`config.mk`:
```
export PLATFORM = sky130hd
export DESIGN_NAME = ldiv64_cell
export DESIGN_NICKNAME = d
export VERILOG_FILES = /design/src/rtl/ldiv64_pkg.sv /design/src/rtl/ldiv64_cell.sv
export SDC_FILE = /design/constraint.sdc
export NUM_CORES = 1
export LEC_CHECK = 0
export BUFFER_PORTS_ARGS = -buffer_cell sky130_fd_sc_hd__buf_2
export CORE_AREA = 2 2 132 102
export CTS_BUF_LIST = sky130_fd_sc_hd__clkbuf_4 sky130_fd_sc_hd__clkbuf_8 sky130_fd_sc_hd__clkbuf_16
export DETAILED_ROUTE_END_ITERATION = 16
export DIE_AREA = 0 0 134 104
export HOLD_SLACK_MARGIN = 0.08
export PLACE_DENSITY = 0.86
export SLEW_MARGIN = 30
export SYNTH_ARGS = -nofsm -noshare
export SYNTH_HDL_FRONTEND = slang
export SYNTH_SLANG_ARGS = --single-unit
```
`constraint.sdc`:
```
create_clock -name clock -period 8.8 [get_ports clock]
set_input_delay 1.32 -clock clock [delete_from_list [all_inputs] [get_ports clock]]
set_output_delay 1.32 -clock clock [all_outputs]
set_load 0.02 [all_outputs]
```
`src/rtl/ldiv64_pkg.sv`:
```
// Shared widths, command codes and stage types of the 64-by-32 divider.
package ldiv64_pkg;

   localparam int DIVIDEND_W = 64;
   localparam int DIVISOR_W  = 32;
   localparam int QUOT_W     = 32;
   localparam int REM_W      = DIVISOR_W + 2;
   localparam int CELLS      = DIVIDEND_W;

   // Number of quotient bits that the result range is judged against.
   localparam int STEPS = 32;

   localparam logic [DIVIDEND_W-1:0] LIM_UNSIGNED =
      (64'd1 << STEPS) - 64'd1;
   localparam logic [DIVIDEND_W-1:0] LIM_SIGNED = 64'd1 << (STEPS - 1);

   localparam logic CMD_SIGNED   = 1'b0;
   localparam logic CMD_UNSIGNED = 1'b1;

   typedef struct packed {
      logic is_unsigned;
      logic neg;
      logic dz;
   } side_type;

   typedef struct packed {
      logic [REM_W-1:0]      rem;
      logic [DIVIDEND_W-1:0] word;
      logic [DIVISOR_W-1:0]  dmag;
      side_type              side;
   } stage_type;

   typedef struct packed {
      logic [QUOT_W-1:0] quotient;
      logic              overflow;
      logic              div_by_zero;
   } res_type;

endpackage

```
`src/rtl/ldiv64_cell.sv`:
```
// One non-restoring division cell: settles one quotient bit and passes the item on.
module ldiv64_cell (
   input  logic                  clock,
   input  logic                  reset,
   input  logic                  en,
   input  logic                  in_valid,
   input  ldiv64_pkg::stage_type in_data,
   output logic                  out_valid,
   output ldiv64_pkg::stage_type out_data
);

   logic                          valid_ff;
   ldiv64_pkg::stage_type         data_ff;
   ldiv64_pkg::stage_type         data_in;
   logic [ldiv64_pkg::REM_W-1:0]  shifted;
   logic [ldiv64_pkg::REM_W-1:0]  dext;
   logic [ldiv64_pkg::REM_W-1:0]  res;
   logic                          qbit;

   // Shift the next dividend bit into the partial remainder. A negative
   // remainder takes the divisor back, a nonnegative one has it removed.
   assign shifted = {in_data.rem[ldiv64_pkg::REM_W-2:0],
                     in_data.word[ldiv64_pkg::DIVIDEND_W-1]};
   assign dext    = {2'b00, in_data.dmag};
   assign res     = in_data.rem[ldiv64_pkg::REM_W-1] ? (shifted + dext)
                                                      : (shifted - dext);
   assign qbit    = !res[ldiv64_pkg::REM_W-1];

   always_comb begin
      data_in      = in_data;
      data_in.rem  = res;
      data_in.word = {in_data.word[ldiv64_pkg::DIVIDEND_W-2:0], qbit};
   end

   always_ff @(posedge clock) begin
      if (reset) begin
         valid_ff <= 1'b0;
      end else if (en) begin
         valid_ff <= in_valid;
      end
   end

   always_ff @(posedge clock) begin
      if (en) begin
         data_ff <= data_in;
      end
   end

   assign out_valid = valid_ff;
   assign out_data  = data_ff;

endmodule

```
# After elaboration in Yosys (flattened, before gate mapping)
# Index checks and enable logic that the tools add are counted.
dict set report totals {
  regBits 134
  elab_cells 11
}
dict set report classes {
  addsub 2
  muxes 1
  reduce_logical 1
}
# operator n
set op_table {}
lappend op_table {{34-bit by 32-bit adder with 34-bit output} 1}
lappend op_table {{34-bit 2-to-1 mux} 1}
lappend op_table {{34-bit by 32-bit subtractor with 34-bit output} 1}
lappend op_table {{1-bit logical NOT} 1}

# Depth between registers and ports, before layout
dict set report depth {
  depth_word 3
  mapped_depth 15
  ltp_nobuf 14
}

# Least setup slack after synthesis
# No wires, ideal clock.
dict set report synth_path {
  path_kind {input to register}
  startpoint {input port in_data[16] (netlist name)}
  endpoint {register data_ff (netlist bit out_data[132]) (data pin)}
  arrival_ps 4204
  required_time_ps 8534
  path_slack_ps 4330
  path_stages 15
  path_buffers 1
  cell_sequence {or4_4 nor3_4 nand2_2 nor2_1 a21oi_1 xor2_1 ha_1 clkbuf_1 nand4_1 inv_1 nand2_1 o311ai_1 a31o_2 a31oi_1 xor2_1}
}
dict set report synth_between {
  elab_chain_len 2
}
# element line
set synth_lines {}
lappend synth_lines {{start: declaration} ldiv64_cell.sv:7} ;# input ldiv64_pkg::stage_type in_data,
lappend synth_lines {{34-bit by 32-bit subtractor with 34-bit output or 34-bit by 32-bit adder with 34-bit output (tied branches)} {ldiv64_cell.sv:26, ldiv64_cell.sv:25}}
lappend synth_lines {{34-bit 2-to-1 mux *} ldiv64_cell.sv:25} ;# assign res = in_data.rem[ldiv64_pkg::REM_W-1] ? (shifted + dext)
lappend synth_lines {{net res, one bit} ldiv64_cell.sv:17} ;# logic [ldiv64_pkg::REM_W-1:0] res;
lappend synth_lines {{end signal: assignment} ldiv64_cell.sv:45} ;# data_ff <= data_in;
lappend synth_lines {{end: declaration} ldiv64_cell.sv:13} ;# ldiv64_pkg::stage_type data_ff;
# Mark *: on every way through the listed nets, which the timed path passes. The rest lies on a longest branch.
# A chain may end at the register's enable or synchronous reset.

# Worst setup path after layout
dict set report layout_path {
  startpoint {input port in_data[8] (netlist name)}
  endpoint {register data_ff (netlist bit out_data[129]) (data pin)}
}
# The elaborated chain is that of the path after synthesis.

==> impl_metrics.env <==
export IMPL_hold_buffers=0
export IMPL_hold_violations=0
export IMPL_finalHoldWorstSlack_ps=526
export IMPL_final_util_pct=67.8
export IMPL_post_cts_buffers=0
export IMPL_root_buffer="clkbuf_16"
export IMPL_max_clock_path_buffers=2
export IMPL_drive_gt1_share_pct=39.3
export IMPL_gr_total_overflow=0
export IMPL_stdcell_count=967
export IMPL_hold_path_end="out_valid"
export IMPL_track_usage_pct=25.0
export IMPL_setup_viol=0
export IMPL_regToRegSetupSlack_ps=8200
export IMPL_drc_errors=0
export IMPL_crit_arrival_ps=5180
export IMPL_dieArea_um2=13900
export IMPL_finalWirelength_um=17500
export IMPL_htree_levels=4
export IMPL_r2r_worst_path_cells=2
export IMPL_fin_crit_ps=5020
export IMPL_worstMarginPinSlew_ps=910
export IMPL_path_delay_family="simple AND/OR/NAND/NOR gates"
export IMPL_path_clk_slew_ps=60
export IMPL_dr_pass1_iters=5
export IMPL_dp_slack_ps=3520
export IMPL_cpPeakStageDelay_ps=780
export IMPL_wl_per_cell_um=18.0
export IMPL_grt_pass1_vias=4946
export IMPL_worstHoldPathCells=2
export IMPL_maxSlewViolCount=0
export IMPL_powerDensity_nw_per_um2=227
export IMPL_worst_path_max_delay_cell="nor4_1"
export IMPL_synth_area_um2=6470
export IMPL_placed_area_um2=8020
export IMPL_ir_worst_vdd_uv=142
export IMPL_syn_num_nets=672
export IMPL_port_buffers=270
export IMPL_num_vias=5141
export IMPL_endpoint_kind="register"
export IMPL_ys_top_cells_by_area="edfxtp_1 (62%), ha_1 (6.6%), xor2_1 (4.9%)"
export IMPL_rsz0062_at_grt="no"
export IMPL_drtIter0Drc=364
export IMPL_yosysUniqueCellTypes=47
export IMPL_crit_path_start_kind="primary input"
export IMPL_async_flop_share_pct=0
export IMPL_grt_antenna_before_repair=2
export IMPL_yosys_area_top_type="edfxtp_1"
export IMPL_clock_sinks=134
export IMPL_num_fill_cells=971
export IMPL_yosys_area_top_type_share_pct=61.7
export IMPL_final_setup_worst_slack_ps=3780
export IMPL_total_power_mw=1.94
export IMPL_ctsResizeCount=0
export IMPL_clkLatencyLatePin_ps=400
export IMPL_synthFlopType="edfxtp_1"
export IMPL_critPathMaxFanout=5
export IMPL_design_area_um2=8580
export IMPL_crit_chain="buf_2 > nor4_1 > nand2_1 > nor2_1 > a21oi_1 > xor2_1 > ha_1 > nand2_1 > a211oi_1 > o211ai_1 > a31oi_1 > a31oi_1 > xnor2_1"
export IMPL_cts_made_buffers=17
export IMPL_finalNetCount=953
export IMPL_areaGrowthSynthToFinish_pct=32.6
export IMPL_fin_crit_sh_pct=57.0
export IMPL_post_dp_hpwl_um=13500
export IMPL_p_leak_nw=3.68
export IMPL_yosys_warnings=0
export IMPL_avgSynthCellArea_um2=12.9
export IMPL_postRouteAntennaNets=0
export IMPL_synth_edf_count=133
export IMPL_coreArea_um2=12700
export IMPL_slew_headroom_pct=39.4
export IMPL_drt_vias_per_instance=5.32
export IMPL_gp_congestion=0.914
export IMPL_grt_max_degree=72
export IMPL_cts_tree="done"
export IMPL_fp_dieH_um=104
export IMPL_hold_class="register to register"
export IMPL_floorplan_initialDensity_pct=51.1
export IMPL_rows=36
export IMPL_grt_first_pass_wirelength_um=26600
export IMPL_ios=271
export IMPL_crit_buf_inv=1
export IMPL_fmax_mhz=199
export IMPL_worstPathRequired_ps=8960
export IMPL_tns_ps=0
export IMPL_worstHoldStart="out_valid"
export IMPL_clock_skew_ps=0
export IMPL_dp_cells=933
export IMPL_cap_violations=0
export IMPL_run_status="complete, no violations"
export IMPL_ys_ff_latch=134
export IMPL_netlist_instances=500
export IMPL_yosysSeqAreaShare_pct=62.0
export IMPL_crit_reg2reg_capture="out_valid"
export IMPL_fp_dieW_um=134
export IMPL_worstSetupPathType="primary input to register"
export IMPL_r2r_start="out_valid"
layout by cell type, fill, tap and decap left out, types with 3 or more instances in the layout:
cell type  netlist  routed
nor2_1          41      41
o21bai_1         8       8
edfxtp_1       133     133
buf_2            0     269
nand3_1          4       4
o21a_1           4       4
o21ai_0         16      16
clkbuf_16        0      17
o211ai_1         5       5
nor4_1           5       5
a31oi_1          9       9
xnor2_1         25      25
xor2_1          36      36
a21o_1          10      10
ha_1            34      34
inv_1           14      14
inv_6            0       7
nor3_1          16      16
inv_8            0       3
a21oi_1         60      60
nand4_1          6       6
and3_1           3       3
nor2b_1          3       3
a211oi_1         6       6
nand2_1         26      26
cells by family after synthesis:
logic type,Yosys count,share of synthesized area (%)
AO/OA/AOI/OAI,132,12.6
adder cells (fa/ha/maj),35,6.88
buffers and inverters,23,1.33
multiplexers,2,0.329
XOR/XNOR,62,8.51
AND/OR/NAND/NOR,112,8.35
flip-flops,134,62.0
layer usage:
layer	GRT usage, %	wire length [um]
met5	0	0
met4	7.60	321
met1	30.6	6830
met2	41.9	8560
met3	8.33	1740
sequential cells by signal, indices dropped and copies added (netlist names):
register	cells
out_data	133
out_valid	1
worst min-delay path, cell delays in order, from the launching register on:
cell and delay [ps]:
dfxtp_1 330, mux2i_1 70, nor2_1 90
power breakdown:
group          internal (mW)  leakage (nW)  total, mW  switching, mW
clock network          0.372         0.269      0.668          0.297
logic                  0.166          2.10      0.463          0.297
registers              0.795          1.31      0.812         0.0174
total                   1.33          3.68       1.94          0.611
cell usage after synthesis (2+ instances only):
cell	instances
xor2_1	36
nor3_1	16
a211oi_1	6
and3_1	3
nor4_1	5
clkbuf_1	9
o211ai_1	5
o21a_1	4
a31oi_1	9
nor2_1	41
inv_1	14
or4_1	2
a22oi_1	2
o21ai_0	16
a21o_1	10
edfxtp_1	133
a21oi_1	60
nand3_1	4
nor2b_1	3
o21bai_1	8
nand2_1	26
xnor2_1	25
ha_1	34
nand4_1	6
layout make-up:
| class | count | area (um^2) | share of cell area [%] |
|---|---|---|---|
| sequential | 134 | 4010 | 46.8 |
| multi-input combinational | 343 | 2370 | 27.7 |
| timing repair buffer | 271 | 1370 | 15.9 |
| clock buffer | 17 | 425 | 4.96 |
| tap | 171 | 214 | 2.49 |
| clock inverter | 15 | 131 | 1.53 |
| inverter | 14 | 52.6 | 0.613 |
| antenna | 2 | 5.00 | 0.0583 |
worst max-delay path by stage:
stage / from / endpoint / slack (ps) / cells after the start
CTS: in_data[6] / out_data[129] / 3910 / 13
global route: in_data[6] / out_data[129] / 3500 / 13
detailed placement: in_data[6] / out_data[129] / 3520 / 13
finish: in_data[8] / out_data[129] / 3780 / 13
floorplan: in_data[16] / out_data[132] / 4330 / 15
global placement: in_data[8] / out_data[125] / 3580 / 13
No activity file was read; power rests on OpenSTA's default activity.
