## config.mk

```make
export PLATFORM = sky130hd
export DESIGN_NAME = ldiv64_post
export DESIGN_NICKNAME = d
export VERILOG_FILES = /design/src/rtl/ldiv64_pkg.sv /design/src/rtl/ldiv64_post.sv
export SDC_FILE = /design/constraint.sdc
export NUM_CORES = 1
export LEC_CHECK = 0
export BUFFER_PORTS_ARGS = -buffer_cell sky130_fd_sc_hd__buf_2
export CORE_MARGIN = 4
export CORE_UTILIZATION = 45
export CTS_BUF_LIST = sky130_fd_sc_hd__clkbuf_8
export DETAILED_ROUTE_END_ITERATION = 7
export HOLD_SLACK_MARGIN = 0.05
export PLACE_DENSITY_LB_ADDON = 0.3
export SETUP_SLACK_MARGIN = 0.02
export SYNTH_ARGS = -nofsm -noshare
export SYNTH_HDL_FRONTEND = slang
export SYNTH_SLANG_ARGS = --single-unit
export TNS_END_PERCENT = 20
```

## constraint.sdc

```tcl
create_clock -name clock -period 8.9 [get_ports clock]
set_clock_uncertainty 0.15 [all_clocks]
set_input_delay 1.78 -clock clock [delete_from_list [all_inputs] [get_ports clock]]
set_output_delay 1.78 -clock clock [all_outputs]
set_load 0.03 [all_outputs]
```

## src/rtl/ldiv64_pkg.sv

```systemverilog
// Shared widths, command codes and stage types of the 64-by-32 divider.
package ldiv64_pkg;

   localparam int DIVIDEND_W = 64;
   localparam int DIVISOR_W  = 32;
   localparam int QUOT_W     = 32;
   localparam int REM_W      = DIVISOR_W + 2;
   localparam int CELLS      = DIVIDEND_W;

   // Number of quotient bits that the result range is judged against.
   localparam int STEPS = 32;

   localparam logic [DIVIDEND_W-1:0] LIM_UNSIGNED =
      (64'd1 << STEPS) - 64'd1;
   localparam logic [DIVIDEND_W-1:0] LIM_SIGNED = 64'd1 << (STEPS - 1);

   localparam logic CMD_SIGNED   = 1'b0;
   localparam logic CMD_UNSIGNED = 1'b1;

   typedef struct packed {
      logic is_unsigned;
      logic neg;
      logic dz;
   } side_type;

   typedef struct packed {
      logic [REM_W-1:0]      rem;
      logic [DIVIDEND_W-1:0] word;
      logic [DIVISOR_W-1:0]  dmag;
      side_type              side;
   } stage_type;

   typedef struct packed {
      logic [QUOT_W-1:0] quotient;
      logic              overflow;
      logic              div_by_zero;
   } res_type;

endpackage

```

## src/rtl/ldiv64_post.sv

```systemverilog
// Output stage: sign correction, range check, result register and skid register.
module ldiv64_post (
   input  logic                                clock,
   input  logic                                reset,
   input  logic                                in_valid,
   input  ldiv64_pkg::stage_type               in_data,
   output logic                                en,
   output logic                                rsp_valid,
   input  logic                                rsp_stall,
   output logic [ldiv64_pkg::QUOT_W-1:0]       rsp_quotient,
   output logic                                rsp_overflow,
   output logic                                rsp_div_by_zero
);

   logic                              rsp_valid_ff;
   logic                              rsp_valid_in;
   ldiv64_pkg::res_type               rsp_data_ff;
   ldiv64_pkg::res_type               rsp_data_in;
   logic                              skid_valid_ff;
   logic                              skid_valid_in;
   ldiv64_pkg::res_type               skid_data_ff;
   ldiv64_pkg::res_type               skid_data_in;
   ldiv64_pkg::res_type               fin;
   logic [ldiv64_pkg::DIVIDEND_W-1:0] q_mag;
   logic [ldiv64_pkg::QUOT_W-1:0]     q_low;
   logic                              take;

   assign q_mag = in_data.word;
   assign q_low = q_mag[ldiv64_pkg::QUOT_W-1:0];

   always_comb begin
      fin.div_by_zero = in_data.side.dz;
      if (in_data.side.dz) begin
         fin.quotient = '0;
         fin.overflow = 1'b0;
      end else if (in_data.side.is_unsigned) begin
         fin.quotient = q_low;
         fin.overflow = q_mag > ldiv64_pkg::LIM_UNSIGNED;
      end else if (in_data.side.neg) begin
         fin.quotient = ~q_low + 32'd1;
         fin.overflow = q_mag > ldiv64_pkg::LIM_SIGNED;
      end else begin
         fin.quotient = q_low;
         fin.overflow = q_mag >= ldiv64_pkg::LIM_SIGNED;
      end
   end

   assign en   = !skid_valid_ff;
   assign take = rsp_valid_ff && !rsp_stall;

   always_comb begin
      rsp_valid_in  = rsp_valid_ff;
      rsp_data_in   = rsp_data_ff;
      skid_valid_in = skid_valid_ff;
      skid_data_in  = skid_data_ff;
      if (skid_valid_ff) begin
         if (take) begin
            rsp_data_in   = skid_data_ff;
            skid_valid_in = 1'b0;
         end
      end else if (in_valid) begin
         if (!rsp_valid_ff || take) begin
            rsp_valid_in = 1'b1;
            rsp_data_in  = fin;
         end else begin
            skid_valid_in = 1'b1;
            skid_data_in  = fin;
         end
      end else if (take) begin
         rsp_valid_in = 1'b0;
      end
   end

   always_ff @(posedge clock) begin
      if (reset) begin
         rsp_valid_ff  <= 1'b0;
         skid_valid_ff <= 1'b0;
      end else begin
         rsp_valid_ff  <= rsp_valid_in;
         skid_valid_ff <= skid_valid_in;
      end
   end

   always_ff @(posedge clock) begin
      rsp_data_ff  <= rsp_data_in;
      skid_data_ff <= skid_data_in;
   end

   assign rsp_valid       = rsp_valid_ff;
   assign rsp_quotient    = rsp_data_ff.quotient;
   assign rsp_overflow    = rsp_data_ff.overflow;
   assign rsp_div_by_zero = rsp_data_ff.div_by_zero;

   // The skid register only ever holds an item behind an occupied output.
   a_skid_behind_out: assert property (@(posedge clock) disable iff (reset)
      skid_valid_ff |-> rsp_valid_ff)
      else $error("skid register full while output register empty");

   // The skid register fills only when the output item was held back.
   a_skid_fill_cause: assert property (@(posedge clock) disable iff (reset)
      $rose(skid_valid_ff) |-> $past(rsp_valid_ff && rsp_stall))
      else $error("skid register filled without a stalled output");

   // A zero divisor always reports a cleared quotient and no overflow.
   a_zero_divisor: assert property (@(posedge clock) disable iff (reset)
      (rsp_valid_ff && rsp_data_ff.div_by_zero) |->
         (rsp_data_ff.quotient == '0 && !rsp_data_ff.overflow))
      else $error("zero divisor result carries a quotient or overflow");

endmodule

```

# == Word-level counts from Yosys, hierarchy flattened ==
# Index checks and enable logic that the tools add are counted.
# word_totals
ff_bits,70
output_inout_bits,36
# op_classes
addsub,1
magnitude_cmp,3
eq_ne,2
n_mux,14
bitwise_logic,3
n_reduce_logical,11
# op_table
op,n
34-bit two-way mux,4
"64-bit by 32-bit > comparator with 1-bit output, second input constant",2
33-bit two-way mux,3
"64-bit by 32-bit greater-or-equal comparator with 1-bit output, second input constant",1
"32-bit by 1-bit adder with 32-bit output, second input constant",1
32-bit inverter,1
3-bit AND reduction,3
1-bit two-way mux,7
2-bit nonzero test,3
"2-bit by 1-bit inequality test with 1-bit output, second input constant",2
1-bit logical NOT,3
1-bit inverter,2
1-bit logical AND,1
1-bit logical OR,1

# == Depth between registers and ports, before layout ==
# Gate-level depths: netlist of run 1.
# depth
word_depth,8
mapped_depth,7

# == Worst setup path before layout of run 1 ==
# Ideal clock, no wire load.
# synth_path
path_kind,input to register
from,in rsp_stall
to,"reg rsp_data_ff, in the netlist rsp_div_by_zero, enable pin"
setup_ps,477
arrival_ps,4377
path_slack_ps,3896
cell_stages,2
path_buffers,0
cell_sequence,nand2_1 a21boi_0
# synth_between
elab_chain_len,5
word_cells_on_any_way,6
cone_classes,eq/ne: 1; reduce/logical: 5
# synth_lines
item,line,source
from (decl),ldiv64_post.sv:9,"input logic rsp_stall,"
1-bit logical NOT *,ldiv64_post.sv:49,assign take = rsp_valid_ff && !rsp_stall;
1-bit logical AND *,ldiv64_post.sv:49,
1-bit logical OR,ldiv64_post.sv:62,if (!rsp_valid_ff || take) begin
2-bit nonzero test (no line),-,
3-bit AND reduction (no line) *,-,
to (signal assigned),ldiv64_post.sv:85,rsp_data_ff <= rsp_data_in;
to (decl),ldiv64_post.sv:17,ldiv64_pkg::res_type rsp_data_ff;
# Every way passes the cells marked *; elsewhere a longest branch is shown, timed or not.
# A chain may end at the register's enable or synchronous reset.

==> flow_summary.json, run 1 <==
{
  "hold_class": "register to register",
  "path_buf_inv": 2,
  "synth_edf_count": 68,
  "start_util": 0.462,
  "synth.cell_area_sq_um": 3790,
  "overflow": 0,
  "hold_buffers": 0,
  "power_density_nw_per_um2": 170,
  "cts_buffers": 9,
  "layout-drive-gt1-share": 0.345,
  "first_pass_iters": 4,
  "synth_cells": 340,
  "viasPerCell": 5.39,
  "p_int_uw": 561,
  "antenna_found_initial": 0,
  "dieWidth_um": 99.8,
  "synth_nets": 478,
  "finalCritPeriodShare": 0.421,
  "grt_max_degree": 65,
  "clk_path_buf_depth": 2,
  "p_total_uw": 780,
  "crit_fanout": 10,
  "cts_resized": 0,
  "dpl.cell_count": 534,
  "wl_per_cell_um": 16.0,
  "critPathArrivalTime_ns": 3.65,
  "root_buffer": "clkbuf_8",
  "end_kind": "register",
  "nNetsFinal": 578,
  "avgSynthCellArea_sq_um": 11.2,
  "status": "finished clean",
  "dr_total_vias": 2959,
  "die_area_sq_um": 9960,
  "rows": 33,
  "synth_seq_cells": 70,
  "cts.clk_slew.worst_paths_ns": 0.07,
  "fin_setup_tns_ns": 0,
  "hold_viol": 0,
  "n_fill_cell": 736,
  "min_period_ns": 3.75,
  "final-max-slew-violation-count": 0,
  "drv_cap": 0,
  "grt_pass1_vias": 2813,
  "drtAntennaViolNets": 0,
  "peakVddDrop_mv": 0.0766,
  "ios": 173,
  "crit_path_cell_trace": "buf_2 > inv_1 > ha_1 > nor3b_2 > nand3_4 > nor4_2 > mux2i_1 > o311ai_1",
  "critPathTopFamily": "simple AND/OR/NAND/NOR gates",
  "setup_viol": 0,
  "core_area_sq_um": 8220,
  "cts_sinks": 70,
  "ys_seq_area_frac": 0.549,
  "tightest_slew_ns": 1.02,
  "yosysTopAreaCellShare": 0.538,
  "clk_latency_ns": 0.34,
  "drt_iter0_drc": 158,
  "cpPeakStageDelay_ns": 0.42,
  "synth_cell_type_count": 44,
  "place_congestion": 0.783,
  "fin_cells": 549,
  "clkPwrFrac": 0.308,
  "cp-start-kind": "primary input",
  "port_buffers": 106,
  "ys.flop_type": "edfxtp_1",
  "synthArstFlopShare": 0,
  "yosysWarnings": 0,
  "dp.final_hpwl_mm": 6.01,
  "cts_tree": "yes",
  "htreeDepth": 3,
  "share_comb_of_total_power": 0.187,
  "maxSlewHeadroom": 0.321,
  "grt_use_total": 0.181,
  "required_ns": 8.80,
  "fp.dieH_um": 99.8,
  "cp_slowest_cell": "nor3b_2",
  "totalWireLength_mm": 8.81,
  "synthTopCellsByArea": "edfxtp_1, nor2_1, nand2_1",
  "synth_top_area_cell": "edfxtp_1",
  "route.detailed.drc": 0,
  "p_seq_frac": 0.505,
  "layout_common_cells": "buf_2, edfxtp_1, nor2_1",
  "path_class": "primary input to register",
  "antennaDiodeCount": 0,
  "swShare": 0.281,
  "switchingPower_uw": 219,
  "rsz0062_at_grt": "false",
  "layout_commonest_cell": "buf_2",
  "grt_pass1_wl_mm": 14.0,
  "syn2layout_area_growth_pct": 21.1,
  "max_freq_mhz": 267,
  "cts_setup_buffers": 0,
  "leakage_uw": 0.00168
}
==> sequential cells by signal, summed over array words and instances, names as in the netlist <==
register / count
skid_valid_ff: 1
skid_data_ff: 34
rsp_div_by_zero: 1
rsp_overflow: 1
rsp_valid: 1
rsp_quotient: 32
==> metal layers <==
layer  share of wire  track usage  up-vias
met4           0.014       0.0714        0
met5               0            0        -
li1                -            -     1469
met3           0.065       0.0417        8
met2            0.47        0.276       97
met1            0.45        0.250     1385
==> cells in the mapped netlist, types with 3 or more instances <==
cell / instances
a21oi_1: 8
a31oi_1: 3
clkbuf_1: 16
edfxtp_1: 68
inv_1: 6
mux2i_1: 6
nand2_1: 43
nand2b_1: 5
nand4_1: 7
nor2_1: 45
nor3_1: 7
nor4_1: 11
nor4_4: 4
o21ai_0: 6
o21ai_1: 12
o311ai_1: 4
o31ai_1: 18
o31ai_2: 7
or2_2: 3
or3_1: 3
or4_1: 3
xnor2_1: 11
xor2_1: 15
==> path summary, 6_finish.rpt <==
check	from	to	slack, ns	depth (start not counted)
setup / recovery	in_data[35]	rsp_quotient[26]$_DFFE_PP_	5.15	8
hold / removal	skid_data_ff[9]$_DFFE_PP_	rsp_quotient[7]$_DFFE_PP_	0.38	2
setup reg to reg	skid_valid_ff$_SDFF_PP0_	skid_data_ff[21]$_DFFE_PP_	6.48	4
hold reg to reg	skid_data_ff[9]$_DFFE_PP_	rsp_quotient[7]$_DFFE_PP_	0.38	2
==> area by class of cell <==
class / instances / area [sq um] / share of cell area
clock buffers: 9 / 124 / 0.0270
well taps: 105 / 131 / 0.0286
multi-input cells: 244 / 1630 / 0.354
repair buffers: 109 / 553 / 0.120
clock inverters: 6 / 56.3 / 0.0123
inverters: 6 / 22.5 / 0.00490
flip-flops and latches: 70 / 2080 / 0.453
==> stage by stage <==
stage                      util  setup WS (ns)  hold slack, ns  area [sq um]
final                     0.559           5.15           0.377          4600
after global routing      0.559           5.01           0.404          4600
after CTS                 0.559           5.15           0.380          4600
after detailed placement  0.537           4.81           0.361          4420
after global placement    0.537           4.88           0.355          4420
after floorplan               -           3.90           0.346          3790
==> power groups by stage <==
stage / clock network (uW) / logic (uW) / registers (uW)
2_1_floorplan: 0 / 59.0 / 435
3_3_place_gp: 0 / 143 / 400
3_5_place_dp: 0 / 146 / 401
4_1_cts: 246 / 147 / 394
5_1_grt: 262 / 159 / 396
6_report: 241 / 146 / 394
==> worst min-delay path: cells and delay by family, from the launching register on <==
kind             cells  cell delay [ns]
AO/OA/AOI/OAI        1             0.05
flip-flops           1             0.32
AND/OR/NAND/NOR      1             0.05
==> logic make-up after synthesis <==
group                      synth area share
and+or+nand+nor                       0.211
DFF                                   0.549
AOI/OAI and AO/OA                     0.130
xor gates and xnor gates             0.0600
buffers and inverters                0.0284
muxes                                0.0188
adders and majority gates           0.00330
No activity file was read; power rests on OpenSTA's default activity.
==> run 2, diff against run 1 <==
==> constraint.sdc (replaced) <==
create_clock -name clock -period 3.5 [get_ports clock]
set_clock_uncertainty 0.15 [all_clocks]
set_input_delay 0.7 -clock clock [delete_from_list [all_inputs] [get_ports clock]]
set_output_delay 0.7 -clock clock [all_outputs]
set_load 0.03 [all_outputs]
==> flow_summary.json, run 2 (same netlist as run 1, synthesis figures left out) <==
{
  "totalWireLength_mm": 8.97,
  "cts.clk_slew.worst_paths_ns": 0.08,
  "critPathArrivalTime_ns": 2.57,
  "rsz0062_at_grt": "false",
  "wl_per_cell_um": 16.2,
  "maxSlewHeadroom": 0.573,
  "hold_class": "register to register",
  "layout-drive-gt1-share": 0.356,
  "viasPerCell": 5.39,
  "dr_total_vias": 2994,
  "dieWidth_um": 99.8,
  "top_register": "skid_data_ff",
  "overflow": 0,
  "p_total_uw": 1950,
  "htreeDepth": 3,
  "reg2reg_from": "skid_valid_ff$_SDFF_PP0_",
  "setup_viol": 0,
  "path_class": "primary input to register",
  "nNetsFinal": 583,
  "syn2layout_area_growth_pct": 22.0,
  "core_area_sq_um": 8220,
  "grt_pass1_wl_mm": 14.2,
  "status": "finished clean",
  "drtAntennaViolNets": 0,
  "final-max-slew-violation-count": 0,
  "rr_worst_depth": 3,
  "layout_commonest_cell": "buf_2",
  "tightest_slew_ns": 0.640,
  "dp.final_hpwl_mm": 6.47,
  "n_fill_cell": 717,
  "ios": 173,
  "ff2ff_setup_slack_ns": 1.55,
  "min_delay_path_depth": 2,
  "die_area_sq_um": 9960,
  "fin_cells": 555,
  "cts_buffers": 9,
  "max_freq_mhz": 377,
  "drt_iter0_drc": 126,
  "fin_setup_tns_ns": 0,
  "finalCritPeriodShare": 0.758,
  "required_ns": 3.42,
  "hold_buffers": 0,
  "dpl.cell_count": 539,
  "largest_register_ffs": 34,
  "antennaDiodeCount": 0,
  "antenna_found_initial": 0,
  "cts_setup_buffers": 0,
  "first_pass_iters": 4,
  "reg2reg_to": "rsp_quotient[8]$_DFFE_PP_",
  "root_buffer": "clkbuf_8",
  "peakVddDrop_mv": 0.195,
  "route.detailed.drc": 0,
  "layout_common_cells": "buf_2, edfxtp_1, nor2_1",
  "end_kind": "register",
  "leakage_uw": 0.00168,
  "port_buffers": 106,
  "whs_ns": 0.378,
  "min_period_ns": 2.65,
  "cp-start-kind": "primary input",
  "hold_end": "rsp_quotient[15]$_DFFE_PP_",
  "fin_util": 0.563,
  "place_congestion": 0.834,
  "crit_fanout": 10,
  "cts_sinks": 70,
  "power_density_nw_per_um2": 421,
  "clk_path_buf_depth": 2,
  "hold_viol": 0,
  "drv_cap": 0,
  "cts_resized": 0,
  "grt_pass1_vias": 2855,
  "grt_max_degree": 45,
  "clk_latency_ns": 0.34,
  "fp.dieH_um": 99.8,
  "hp-start": "skid_data_ff[17]$_DFFE_PP_",
  "grt_use_total": 0.184,
  "rows": 33,
  "start_util": 0.462,
  "cts_tree": "yes"
}
run 2: metrics by stage:
| stage | setup WS (ns) | instance area (sq um) |
|---|---|---|
| floorplan | 0.327 | 3790 |
| global placement | 0.553 | 4450 |
| detailed placement | 0.486 | 4450 |
| CTS | 0.846 | 4630 |
| global route | 0.698 | 4630 |
| finish | 0.846 | 4630 |
run 2: layer usage:
metal  up-vias  GRT usage  wire length [um]
met3        11     0.0556               597
met1      1420      0.248              4020
met2        84      0.282              4230
met4         0     0.0630               118
li1       1479          -                 -
met5         -          0                 0
run 2: worst max-delay path: stages:
cell      delay (ns)
buf_2           0.13
inv_1           0.09
ha_1            0.17
nor3b_2         0.45
nand3_4         0.27
nor4_2          0.40
mux2i_1         0.24
o311ai_1        0.12
run 2: worst max path at each step:
stage	startpoint	endpoint	slack, ns
after floorplan	skid_valid_ff$_SDFF_PP0_	rsp_div_by_zero$_DFFE_PP_	0.33
after global placement	in_data[35]	rsp_quotient[26]$_DFFE_PP_	0.55
after detailed placement	in_data[35]	rsp_quotient[26]$_DFFE_PP_	0.49
after CTS	in_data[35]	rsp_quotient[26]$_DFFE_PP_	0.85
after global routing	in_data[35]	rsp_quotient[26]$_DFFE_PP_	0.70
final	in_data[35]	rsp_quotient[26]$_DFFE_PP_	0.85
run 2: final cells by class:
| cell class | instances | area (sq um) | share of cell area |
|---|---|---|---|
| Clock inverter | 7 | 50.0 | 0.0108 |
| Timing Repair Buffer | 114 | 591 | 0.128 |
| Multi-Input combinational cell | 244 | 1630 | 0.351 |
| Tap cell | 105 | 131 | 0.0284 |
| Inverter | 6 | 22.5 | 0.00487 |
| Clock buffer | 9 | 124 | 0.0268 |
| Sequential cell | 70 | 2080 | 0.450 |
run 2: report_power, final:
group | internal, uW | switching (uW) | leakage (uW)
combinational | 122 | 249 | 0.000934
clock | 258 | 312 | 0.0000832
sequential | 988 | 16.5 | 0.000668
total | 1370 | 578 | 0.00168
