`src/rtl/ldiv64_pkg.sv`:
```
// Shared widths, command codes and stage types of the 64-by-32 divider.
package ldiv64_pkg;

   localparam int DIVIDEND_W = 64;
   localparam int DIVISOR_W  = 32;
   localparam int QUOT_W     = 32;
   localparam int REM_W      = DIVISOR_W + 2;
   localparam int CELLS      = DIVIDEND_W;

   // Number of quotient bits that the result range is judged against.
   localparam int STEPS = 32;

   localparam logic [DIVIDEND_W-1:0] LIM_UNSIGNED =
      (64'd1 << STEPS) - 64'd1;
   localparam logic [DIVIDEND_W-1:0] LIM_SIGNED = 64'd1 << (STEPS - 1);

   localparam logic CMD_SIGNED   = 1'b0;
   localparam logic CMD_UNSIGNED = 1'b1;

   typedef struct packed {
      logic is_unsigned;
      logic neg;
      logic dz;
   } side_type;

   typedef struct packed {
      logic [REM_W-1:0]      rem;
      logic [DIVIDEND_W-1:0] word;
      logic [DIVISOR_W-1:0]  dmag;
      side_type              side;
   } stage_type;

   typedef struct packed {
      logic [QUOT_W-1:0] quotient;
      logic              overflow;
      logic              div_by_zero;
   } res_type;

endpackage

```
`src/rtl/ldiv64_prep.sv`:
```
// Input stage: takes operand magnitudes and the quotient sign into the first stage register.
module ldiv64_prep (
   input  logic                                 clock,
   input  logic                                 reset,
   input  logic                                 en,
   input  logic                                 req_valid,
   output logic                                 req_stall,
   input  logic                                 req_cmd,
   input  logic [ldiv64_pkg::DIVISOR_W-1:0]     req_num_low,
   input  logic [ldiv64_pkg::DIVISOR_W-1:0]     req_num_high,
   input  logic [ldiv64_pkg::DIVISOR_W-1:0]     req_divisor,
   output logic                                 out_valid,
   output ldiv64_pkg::stage_type                out_data
);

   logic                              valid_ff;
   logic                              valid_in;
   ldiv64_pkg::stage_type             data_ff;
   ldiv64_pkg::stage_type             data_in;
   logic [ldiv64_pkg::DIVIDEND_W-1:0] num;
   logic                              n_neg;
   logic                              d_neg;

   assign req_stall = !en;
   assign num       = {req_num_high, req_num_low};
   assign n_neg     = (req_cmd == ldiv64_pkg::CMD_SIGNED) && req_num_high[31];
   assign d_neg     = (req_cmd == ldiv64_pkg::CMD_SIGNED) && req_divisor[31];

   always_comb begin
      data_in.rem              = '0;
      data_in.word             = n_neg ? (~num + 64'd1) : num;
      data_in.dmag             = d_neg ? (~req_divisor + 32'd1) : req_divisor;
      data_in.side.is_unsigned = (req_cmd == ldiv64_pkg::CMD_UNSIGNED);
      data_in.side.neg         = n_neg ^ d_neg;
      data_in.side.dz          = (req_divisor == '0);
      valid_in                 = req_valid;
   end

   always_ff @(posedge clock) begin
      if (reset) begin
         valid_ff <= 1'b0;
      end else if (en) begin
         valid_ff <= valid_in;
      end
   end

   always_ff @(posedge clock) begin
      if (en) begin
         data_ff <= data_in;
      end
   end

   assign out_valid = valid_ff;
   assign out_data  = data_ff;

endmodule

```
`config.mk`:
```
export PLATFORM = sky130hd
export DESIGN_NAME = ldiv64_prep
export DESIGN_NICKNAME = d
export VERILOG_FILES = /design/src/rtl/ldiv64_pkg.sv /design/src/rtl/ldiv64_prep.sv
export SDC_FILE = /design/constraint.sdc
export NUM_CORES = 1
export LEC_CHECK = 0
export ABC_AREA = 1
export BUFFER_PORTS_ARGS = -buffer_cell sky130_fd_sc_hd__buf_2
export CAP_MARGIN = 0
export CORE_MARGIN = 2
export CORE_UTILIZATION = 29
export CTS_CLUSTER_DIAMETER = 100
export DETAILED_ROUTE_END_ITERATION = 8
export GPL_TIMING_DRIVEN = 0
export MAX_ROUTING_LAYER = met4
export PLACE_DENSITY_LB_ADDON = 0.3
export REMOVE_ABC_BUFFERS = 1
export SYNTH_ARGS = -nofsm -noshare
export SYNTH_HDL_FRONTEND = slang
export SYNTH_SLANG_ARGS = --single-unit
```
`constraint.sdc`:
```
create_clock -name clock -period 1.4 [get_ports clock]
set_input_delay 0.28 -clock clock [delete_from_list [all_inputs] [get_ports clock]]
set_output_delay 0.28 -clock clock [all_outputs]
set_load 0.005 [all_outputs]
```
== After elaboration in Yosys (flattened, before gate mapping) ==
Cells that the tools add are included.

* Flip-flop bits (word level): 100
* Bits in latches: 0
* Bits in writable memories: 0
* Memory bits (read-only): 0
* Bits of input ports: 101
* Output and inout port bits: 135
* Logic and storage cells: 18
* Memories kept: 0

* Add/sub/neg operators: 2
* Multiply operators: 0
* Div/mod/pow operators: 0
* Magnitude comparators: 0
* Eq/ne operators: 0
* Shifts and indexed selects: 0
* Muxes and demuxes: 2
* Bitwise operators: 4
* Reductions and logical operators: 4

{| class="wikitable"
|+ Operators by type and width
! operator !! count
|-
| $add A64 B1 Y64 const B || 1
|-
| $mux W64 || 1
|-
| $not A64 Y64 || 1
|-
| $add A32 B1 Y32 const B || 1
|-
| $logic_not A32 Y1 || 1
|-
| $mux W32 || 1
|-
| $not A32 Y32 || 1
|-
| $logic_and A1 B1 Y1 || 2
|-
| $logic_not A1 Y1 || 1
|-
| $not A1 Y1 || 1
|-
| $xor A1 B1 Y1 || 1
|}

== Depth between registers and ports, before layout ==
Gate-level depths: netlist (run 1).

* Depth in word-level cells: 3
* Mapped depth: 10
* Gate-level depth less buffers: 10

== Worst setup path before layout (run 1) ==
OpenSTA, ideal clock, no wires.

* Path kind: input port to flip-flop
* From: input port req_num_low[0] (netlist bit)
* To: register data_ff, in the netlist out_data[93], data pin
* Library setup time: 0.252 ns
* Arrival: 1.198 ns
* Data required time: 1.148 ns
* Setup slack: -0.050 ns
* Stages: 9
* Path buffers: 0
* Cell sequence: inv_1 ha_1 nand3_1 nand2_2 nand2_1 a21oi_4 nand2_1 nand2_1 nand2_1

{| class="wikitable"
|+ RTL lines
! what !! line !! source
|-
| start, declared || ldiv64_prep.sv:9 || <nowiki>input logic [ldiv64_pkg::DIVISOR_W-1:0] req_num_low,</nowiki>
|-
| end signal, assigned || ldiv64_prep.sv:49 || <nowiki>data_ff <= data_in;</nowiki>
|-
| end, declared || ldiv64_prep.sv:18 || <nowiki>ldiv64_pkg::stage_type data_ff;</nowiki>
|}

==> results of run 1 <==
## stage by stage
stage | area [µm²] | power [mW]
CTS | 8200 | 8.12
detailed placement | 7660 | 5.39
finish | 8520 | 8.08
global route | 8520 | 8.51
global placement | 7630 | 5.38
floorplan | 6270 | 4.55
## worst paths after layout
kind | cells past startpoint | slack, ns | to | start
hold reg to reg | 2 | 0.46 | out_valid | out_valid
setup / recovery | 10 | 0.04 | out_data[77] | req_num_low[10]
hold / removal | 2 | 0.09 | out_valid | reset
setup reg to reg | 2 | 0.83 | out_valid | out_valid
## metal layers
metal	wire [µm]	share of wire, %	global-route usage (%)
met1	9310	44	22.9
met2	10200	48	30.4
met3	1240	5.8	3.01
met4	486	2.3	6.47
met5	0	0	-
## power by group through the flow
stage               sequential, mW  combinational, mW  clock (mW)
finish                        3.76               1.74        2.58
floorplan                     3.88              0.669           0
CTS                           3.77               1.67        2.68
global route                  3.80               1.94        2.78
detailed placement            3.83               1.56           0
global placement              3.84               1.54           0
## what timing repair did
item,4_1_cts,5_1_grt
setup endpoints to repair,68,53
pin swaps,12,18
resized for setup,34,75
buffers inserted,8,12
gates cloned,4,0
## placed cells by master, fill, tap and decap left out, drive strengths merged
master and instances:
nand2 273, buf 222, nor2 166, edfxtp 99, inv 69, nand3 60
o21ai 37, conb 34, xor2 30, xnor2 20, nand4 11, clkbuf 10
a21oi 9, nand3b 4, diode 3, nor3 3, clkinvlp 3, ha 2
a31oi 1, clkinv 1, bufinv 1, dfxtp 1
## kinds of logic after synthesis
logic type                 count (synthesis)  synth area share [%]
AOI/OAI and AO/OA                         47                  4.29
xor gates and xnor gates                  50                  6.77
adders and majority gates                  2                 0.387
buffers and inverters                    112                  8.99
DFF                                      100                  46.2
other                                      1                0.0579
and+or+nand+nor                          513                  33.3
## cell type report
type	count	area (µm²)	share of cell area, %
timing repair buffer	222	1230	14.4
sequential	100	2990	35.1
clock buffer	10	229	2.69
antenna	3	7.51	0.0881
tap	280	350	4.11
multi-input combinational	650	3370	39.6
clock inverter	6	71.3	0.837
inverter	68	269	3.16
## state kept, by name, summed over array words and instances (netlist names)
name and flops:
out_data 99, out_valid 1
==> metrics.yaml, run 1 <==
status: "finished clean"
p_leak_nw: 3.72
io_buffers: 201
ys_async_sr_fraction_pct: 0
initial_core_util_pct: 29.6
grt_usage_pct: 18.4
timing.critical_path.slowest_cell_delay_ns: 0.27
clock.fmax_mhz: 734
holdBufCountCts: 0
period_share_pct: 97.3
drt_iter0_drc: 380
rsz0062_at_grt: "yes"
yosysMostFrequentCell: "nand2_1"
powerDensity_nw_per_um2: 949
netSwitchingPower_mw: 2.31
setup_viol: 0
hold_slack_ns: 0.0883
worstSetupPathType: "in2reg"
synth_cells: 825
area_growth_syn_to_layout_pct: 31.6
netlist_area_um2: 6470
synthTopCellsByCount: "268 x nand2_1, 150 x nor2_1, 99 x edfxtp_1, 63 x inv_1, 58 x nand3_1"
finClkSkew_ns: 0
rows: 54
finalHoldViolCount: 0
drc: 0
synth.avg_cell_area_um2: 7.85
crit_path_cell_trace: "buf_2 -> nor2_2 -> nand2_1 -> nor2_1 -> nand2_1 -> a21oi_4 -> buf_4 -> nand2_1 -> nand2_1 -> nand2_1"
stdcell_count: 1339
gp_congestion: 0.935
num-fill-cells: 2341
pwr-share-clk_pct: 31.9
required_ns: 1.51
wl_per_cell_um: 15.8
yosys_warnings: 0
path_buf_inv: 2
cts_inserted_buffers: 9
synth_flop_cell: "edfxtp_1"
num_io_pins: 236
synth.top_cell.area_share_pct: 45.9
startpoint_type: "input pin"
grt_pass1_wl_mm: 32.1
crit_family: "simple AND/OR/NAND/NOR gates"
pre_cts_ws_ns: -1.57
synth_area_leader_cell: "edfxtp_1"
final_nets: 1154
synth_area_leaders: "edfxtp_1 46%, nand2_1 16%, nor2_1 8.7%, nand3_1 4.5%, buf_4 4.1%"
yosys.cell_types.count: 30
fp.dieW_um: 153
timing.setup.tns_ns: 0
insertion_delay_ns: 0.34
hold_path.class: "in2reg"
dp_cells: 1296
peakVddDrop_v: 0.000442
cap_viol_max_count: 0
power_switching_share_pct: 28.6
arrival_ns: 1.47
dr.pass1.iters: 5
p_seq_share_pct: 46.6
grt_overflow: 0
period_needed_ns: 1.36
layout_setup_ws_ns: 0.0383
cp_slowest_cell: "a21oi_4"
ys_seq_area_share_pct: 46.2
drt_wl_total_mm: 21.2
vias_per_cell: 4.59
fin_util_pct: 38.9
slew_violations: 0
clk_pin_slew_ns: 0.07
cts_root_buffer: "clkbuf_16"
cts_tree: "done"
clock_path_buffers: 2
synth_enable_flop_cells: 99
h-tree-depth: 3
die_area_um2: 23500
clock-sinks: 100
antenna_found_initial: 3
grt_max_degree: 56
combPwrFrac_pct: 21.5
hpwl_mm: 16.1
path_max_fanout: 6
final_layout_size_suffix_gt1_share_pct: 31.7
vias: 6147
cp-end-kind: "register"
grt_pass1_vias: 5948
crit_top_cell: "nand2_1"
die_h_um: 153
yosys_register_bits: 100
intPower_mw: 5.77
core_area_um2: 21900
detail-route-antenna-nets: 0
(Power assumes the default switching activity.)
==> inputs of run 2 (changes only) <==
- ABC_AREA: 1 -> default
==> run 2 against run 1 <==
The flow now finishes with violations (setup timing). Clock power grew 2%. Maximum frequency shrank 24%. Worst setup slack lost 0.42 ns. Total power shrank 3.5%. Via count shrank 24%. Sequential power is essentially flat. Global-route usage shrank 2.6 points. Clock-buffer cell count is the same. Critical path type unchanged. Largest power group unchanged.
==> metrics.yaml, run 2 <==
regToRegEndpoint: "out_valid"
largest_reg_flops: 99
antenna_found_initial: 1
yosys.area_share.simple_pct: 15.6
grt_max_degree: 57
final_cell_mix: "183 x buf_2, 99 x edfxtp_1, 54 x xor2_1, 37 x buf_6, 34 x conb_1"
synth_area_leaders: "edfxtp_1 54%, xor2_1 8.6%, xnor2_1 5.9%, buf_4 4.7%, a21oi_1 2.8%"
arrival_ns: 1.88
period_share_pct: 127
synth_compound_area_share_pct: 8.78
startpoint_type: "input pin"
ys_async_sr_fraction_pct: 0
path_max_fanout: 7
period_needed_ns: 1.78
ys_seq_area_share_pct: 54.5
finalHoldViolCount: 0
grt_pass1_wl_mm: 23.9
worstReg2RegStart: "out_valid"
final_layout_size_suffix_gt1_share_pct: 57.1
layout_setup_ws_ns: -0.383
rsz0062_at_grt: "yes"
synth_area_leader_cell: "edfxtp_1"
max-slew-margin-rel_pct: 51.4
grt_pass1_vias: 4494
dr.pass1.iters: 5
gp_congestion: 0.784
fp.dieW_um: 142
netlist_area_um2: 5490
yosys_register_bits: 100
hold_path.class: "in2reg"
crit_path_start: "req_num_low[26]"
cts_inserted_buffers: 9
final_nets: 837
clock_path_buffers: 2
wl_per_cell_um: 16.9
fin_util_pct: 46.9
worstSetupPathType: "in2reg"
num-fill-cells: 1683
tightest_slew_ns: 0.725
cp_slowest_cell: "or4_4"
detail-route-antenna-nets: 0
seq_area_um2: 2990
hpwl_mm: 11.0
drt_iter0_drc: 130
clock-sinks: 100
multiInputGateArea_um2: 3290
worstRegToRegCells: 2
pre_cts_ws_ns: -1.56
synth.top_cell.area_share_pct: 54.2
rows: 50
hold_slack_ns: 0.0752
vias: 4667
synthXorXnorAreaFrac_pct: 14.5
cts_root_buffer: "clkbuf_16"
num_io_pins: 236
cts_tree: "done"
h-tree-depth: 3
drt_wl_total_mm: 16.5
synth.avg_cell_area_um2: 11.8
yosys_warnings: 0
violations: "setup timing"
synth_cells: 467
synth_enable_flop_cells: 99
drc: 0
grt_usage_pct: 15.8
required_ns: 1.49
finClkSkew_ns: 0
p_leak_nw: 3.45
yosys.cell_types.count: 44
cap_viol_max_count: 0
peakVddDrop_v: 0.000528
insertion_delay_ns: 0.35
die_area_um2: 20000
regToRegSetupSlack_ns: 0.81
synthTopCellsByCount: "99 x edfxtp_1, 54 x xor2_1, 38 x nor2_1, 37 x xnor2_1, 34 x buf_4"
io_buffers: 201
timing.critical_path.slowest_cell_delay_ns: 0.45
die_h_um: 142
crit_path_cell_trace: "buf_8 -> or3_4 -> or4_4 -> nor4_4 -> buf_6 -> buf_4 -> nor2_4 -> xor2_1"
cp-end-kind: "register"
synth_top_family_by_area: "simple AND/OR/NAND/NOR gates"
status: "finished, violations left"
synth_flop_cell: "edfxtp_1"
clock.fmax_mhz: 561
vias_per_cell: 4.79
yosysMostFrequentCell: "edfxtp_1"
initial_core_util_pct: 29.4
slew_violations: 0
final_common_cell: "buf_2"
clk_pin_slew_ns: 0.07
setup_viol: 66
area_growth_syn_to_layout_pct: 59.2
muxShareOfSynthArea_pct: 0.182
grt_overflow: 0
crit_path_end: "out_data[66]"
yosys.area_share.adder_pct: 0.456
powerDensity_nw_per_um2: 893
core_area_um2: 18600
[run 2: stage by stage]
stage | area, µm² | total power [mW] | std cells | TNS, ns
after floorplan | 5320 | 4.24 | 457 | -39.74
after global placement | 6620 | 4.95 | 892 | -212.42
after detailed placement | 6680 | 4.97 | 894 | -105.85
after CTS | 8020 | 7.78 | 945 | -13.32
after global routing | 8740 | 8.16 | 974 | -17.28
final | 8740 | 7.80 | 974 | -14.14
[run 2: worst min path at each step]
stage                           end  slack [ns]  cells after the start  start
after floorplan           out_valid        0.35                      1  reset
after global routing      out_valid        0.05                      2  reset
final                     out_valid        0.08                      2  reset
after CTS                 out_valid        0.06                      2  reset
after global placement    out_valid        0.44                      2  reset
after detailed placement  out_valid        0.44                      2  reset
[run 2: logic make-up (layout without fill, tap and decap cells)]
logic type                 count (synthesis)  after routing
AOI/OAI and AO/OA                         79             79
xor gates and xnor gates                  91             91
adders and majority gates                  2              2
buffers and inverters                     52            290
DFF                                      100            100
muxes                                      1              1
other                                      1             35
and+or+nand+nor                          141            142
[run 2: critical path: cells and delay by family]
kind / cells / cell delay [ns]
AND/OR/NAND/NOR: 4 / 1.03
XOR/XNOR: 1 / 0.14
buffers and inverters: 3 / 0.43
[run 2: timing repair]
action                     in CTS  in global routing
setup buffers                  35                 28
gates resized for setup       172                 96
pin swaps                      51                 37
hold buffers                    0                  0
setup endpoints to repair      90                 81
cloned                          1                  1
[run 2: area by class of cell]
class                   instances  share of cell area [%]
well taps                     234                    3.35
repair buffers                265                    20.6
flip-flops and latches        100                    34.2
multi-input cells             349                    37.7
clock buffers                  10                    2.73
clock inverters                 6                   0.802
inverters                       9                   0.558
diodes                          1                  0.0286
[run 2: power breakdown]
| group | leakage [nW] | internal, mW | switching (mW) | total (mW) |
|---|---|---|---|---|
| Clock | 0.153 | 1.45 | 1.17 | 2.62 |
| Combinational | 2.32 | 0.654 | 0.793 | 1.45 |
| Sequential | 0.976 | 3.66 | 0.0720 | 3.73 |
| Total | 3.45 | 5.77 | 2.03 | 7.80 |
[run 2: metal layers]
layer	part of all wire, %	GRT usage [%]	up-vias
met5	0	-	-
met3	6.2	3.21	29
met2	49	26.5	194
met4	2.5	6.26	0
li1	-	-	2214
met1	42	18.8	2230
==> inputs of run 3 (changes only) <==
--- a/config.mk
+++ b/config.mk
@@ -8,5 +8,5 @@
 export BUFFER_PORTS_ARGS = -buffer_cell sky130_fd_sc_hd__buf_2
 export CAP_MARGIN = 0
-export CORE_MARGIN = 2
+export CORE_MARGIN = 1
 export CORE_UTILIZATION = 29
 export CTS_CLUSTER_DIAMETER = 100
==> constraint.sdc (replaced) <==
create_clock -name clock -period 1.4 [get_ports clock]
set_input_delay 0.28 -clock clock [delete_from_list [all_inputs] [get_ports clock]]
set_output_delay 0.28 -clock clock [all_outputs]
set_load 0.1 [all_outputs]
==> run 3 against run 2 <==
The flow still finishes with violations (setup timing). Critical path type unchanged. Maximum frequency grew 1.1%. Utilization grew 0.61 points. Routed wire length is the same.
==> metrics.yaml, run 3 (synthesis results as in run 2) <==
period_share_pct: 126
drt_iter0_drc: 111
antenna_found_initial: 1
startpoint_type: "input pin"
timing.setup.tns_ns: -14.78
slew_violations: 0
path_max_fanout: 8
period_needed_ns: 1.76
vias: 4621
fp.dieW_um: 140
gr-usage-met2_pct: 27.6
grt_pass1_wl_mm: 24.1
wl_per_cell_um: 17.1
vias_per_cell: 4.80
setup_viol: 68
regToRegEndpoint: "out_valid"
hold_path_depth: 2
regToRegSetupSlack_ns: 0.82
worstReg2RegStart: "out_valid"
finalHoldViolCount: 0
grt_max_degree: 37
peakVddDrop_v: 0.000483
worstRegToRegCells: 2
grt_pass1_vias: 4384
initial_core_util_pct: 30.0
clk_pin_slew_ns: 0.07
drc: 0
hpwl_mm: 10.6
status: "finished, violations left"
detail-route-antenna-nets: 0
clock-sinks: 100
arrival_ns: 1.85
hp-start: "reset"
required_ns: 1.49
num_io_pins: 236
gr-usage-met1_pct: 19.9
grt_usage_pct: 16.5
rows: 49
die_h_um: 140
powerDensity_nw_per_um2: 1170
final_layout_size_suffix_gt1_share_pct: 54.6
area_growth_syn_to_layout_pct: 58.1
final_common_cell: "buf_2"
grtUsageMet3_pct: 2.82
final_cell_mix: "121 x buf_2, 99 x edfxtp_1, 64 x buf_4, 54 x xor2_1, 36 x xnor2_1"
grt_busiest_layer: "met2"
cts_root_buffer: "clkbuf_16"
clock_path_buffers: 2
largest_reg_flops: 99
hold_path.class: "in2reg"
cts_tree: "done"
drt_wl_total_mm: 16.5
grt_overflow: 0
hold_slack_ns: 0.0831
final_nets: 830
tightest_slew_ns: 0.685
violations: "setup timing"
h-tree-depth: 3
insertion_delay_ns: 0.34
p_leak_nw: 3.43
core_area_um2: 18300
dr.pass1.iters: 4
finClkSkew_ns: 0
whs_endpoint: "out_valid"
rsz0062_at_grt: "yes"
clock.fmax_mhz: 567
layout_setup_ws_ns: -0.363
cp-end-kind: "register"
cap_viol_max_count: 0
worstSetupPathType: "in2reg"
die_area_um2: 19500
max-slew-margin-rel_pct: 54.1
cts_inserted_buffers: 9
io_buffers: 201
gp_congestion: 0.833
==> run 3: cell count changes in the layout (fill, tap and decap cells not counted), sizes merged <==
cell | before | now
buf | 265 | 224
bufinv | 1 | 0
bufbuf | 0 | 1
clkbuf | 10 | 45
inv | 10 | 9
clkinv | 4 | 3
clkinvlp | 0 | 1
==> run 3: power breakdown <==
part,internal [mW],switching (mW)
Clock,1.25,1.11
Combinational,0.755,3.31
Sequential,3.66,0.0796
==> run 3: metrics by stage <==
stage / worst slack (ns) / power, mW / util, % / std cells / area, µm²
floorplan: -0.757 / 6.79 / - / 457 / 5320
global placement: -1.60 / 7.48 / 36.2 / 887 / 6620
detailed placement: -1.54 / 7.50 / 36.5 / 889 / 6680
CTS: -0.391 / 10.1 / 44.3 / 937 / 8090
global route: -0.389 / 10.5 / 47.5 / 962 / 8680
finish: -0.363 / 10.2 / 47.5 / 962 / 8680
==> run 3: worst max path at each step <==
| stage | start | to | slack, ns | depth (start not counted) |
|---|---|---|---|---|
| 3_5_place_dp | req_num_low[0] | out_data[89] | -1.54 | 8 |
| 2_1_floorplan | req_num_low[1] | out_data[89] | -0.76 | 7 |
| 4_1_cts | req_num_low[26] | out_data[74] | -0.39 | 7 |
| 3_3_place_gp | req_num_low[1] | out_data[93] | -1.60 | 8 |
| 5_1_grt | req_divisor[8] | out_data[29] | -0.39 | 8 |
| 6_report | req_num_low[26] | out_data[74] | -0.36 | 7 |
==> run 3: per-layer routing <==
layer / wire length, µm / up-vias
met5: 0 / -
met3: 957 / 20
met4: 286 / 0
li1: - / 2201
met2: 8240 / 183
met1: 7000 / 2217
==> run 3: critical path, cell delays in order <==
cell and delay [ns]:
buf_8 0.10, or3_4 0.38, or4_4 0.44, nor4_4 0.16, buf_6 0.21, a31oi_1 0.11, xor2_1 0.17
==> run 3: final cells by class <==
class / count / area, µm²
Inverter: 9 / 38.8
Fill cell: 1660 / 9590
Multi-Input combinational cell: 349 / 3150
Clock inverter: 4 / 26.3
Timing Repair Buffer: 258 / 1930
Clock buffer: 12 / 246
Tap cell: 229 / 287
Sequential cell: 100 / 2990
Antenna cell: 1 / 2.50
==> run 3: repair_timing <==
| item | CTS | global route |
|---|---|---|
| buffers inserted | 30 | 25 |
| gates resized for setup | 198 | 92 |
| cloned | 2 | 2 |
| setup endpoints to repair | 121 | 113 |
| pin swaps | 45 | 43 |
| hold buffers | 0 | 0 |
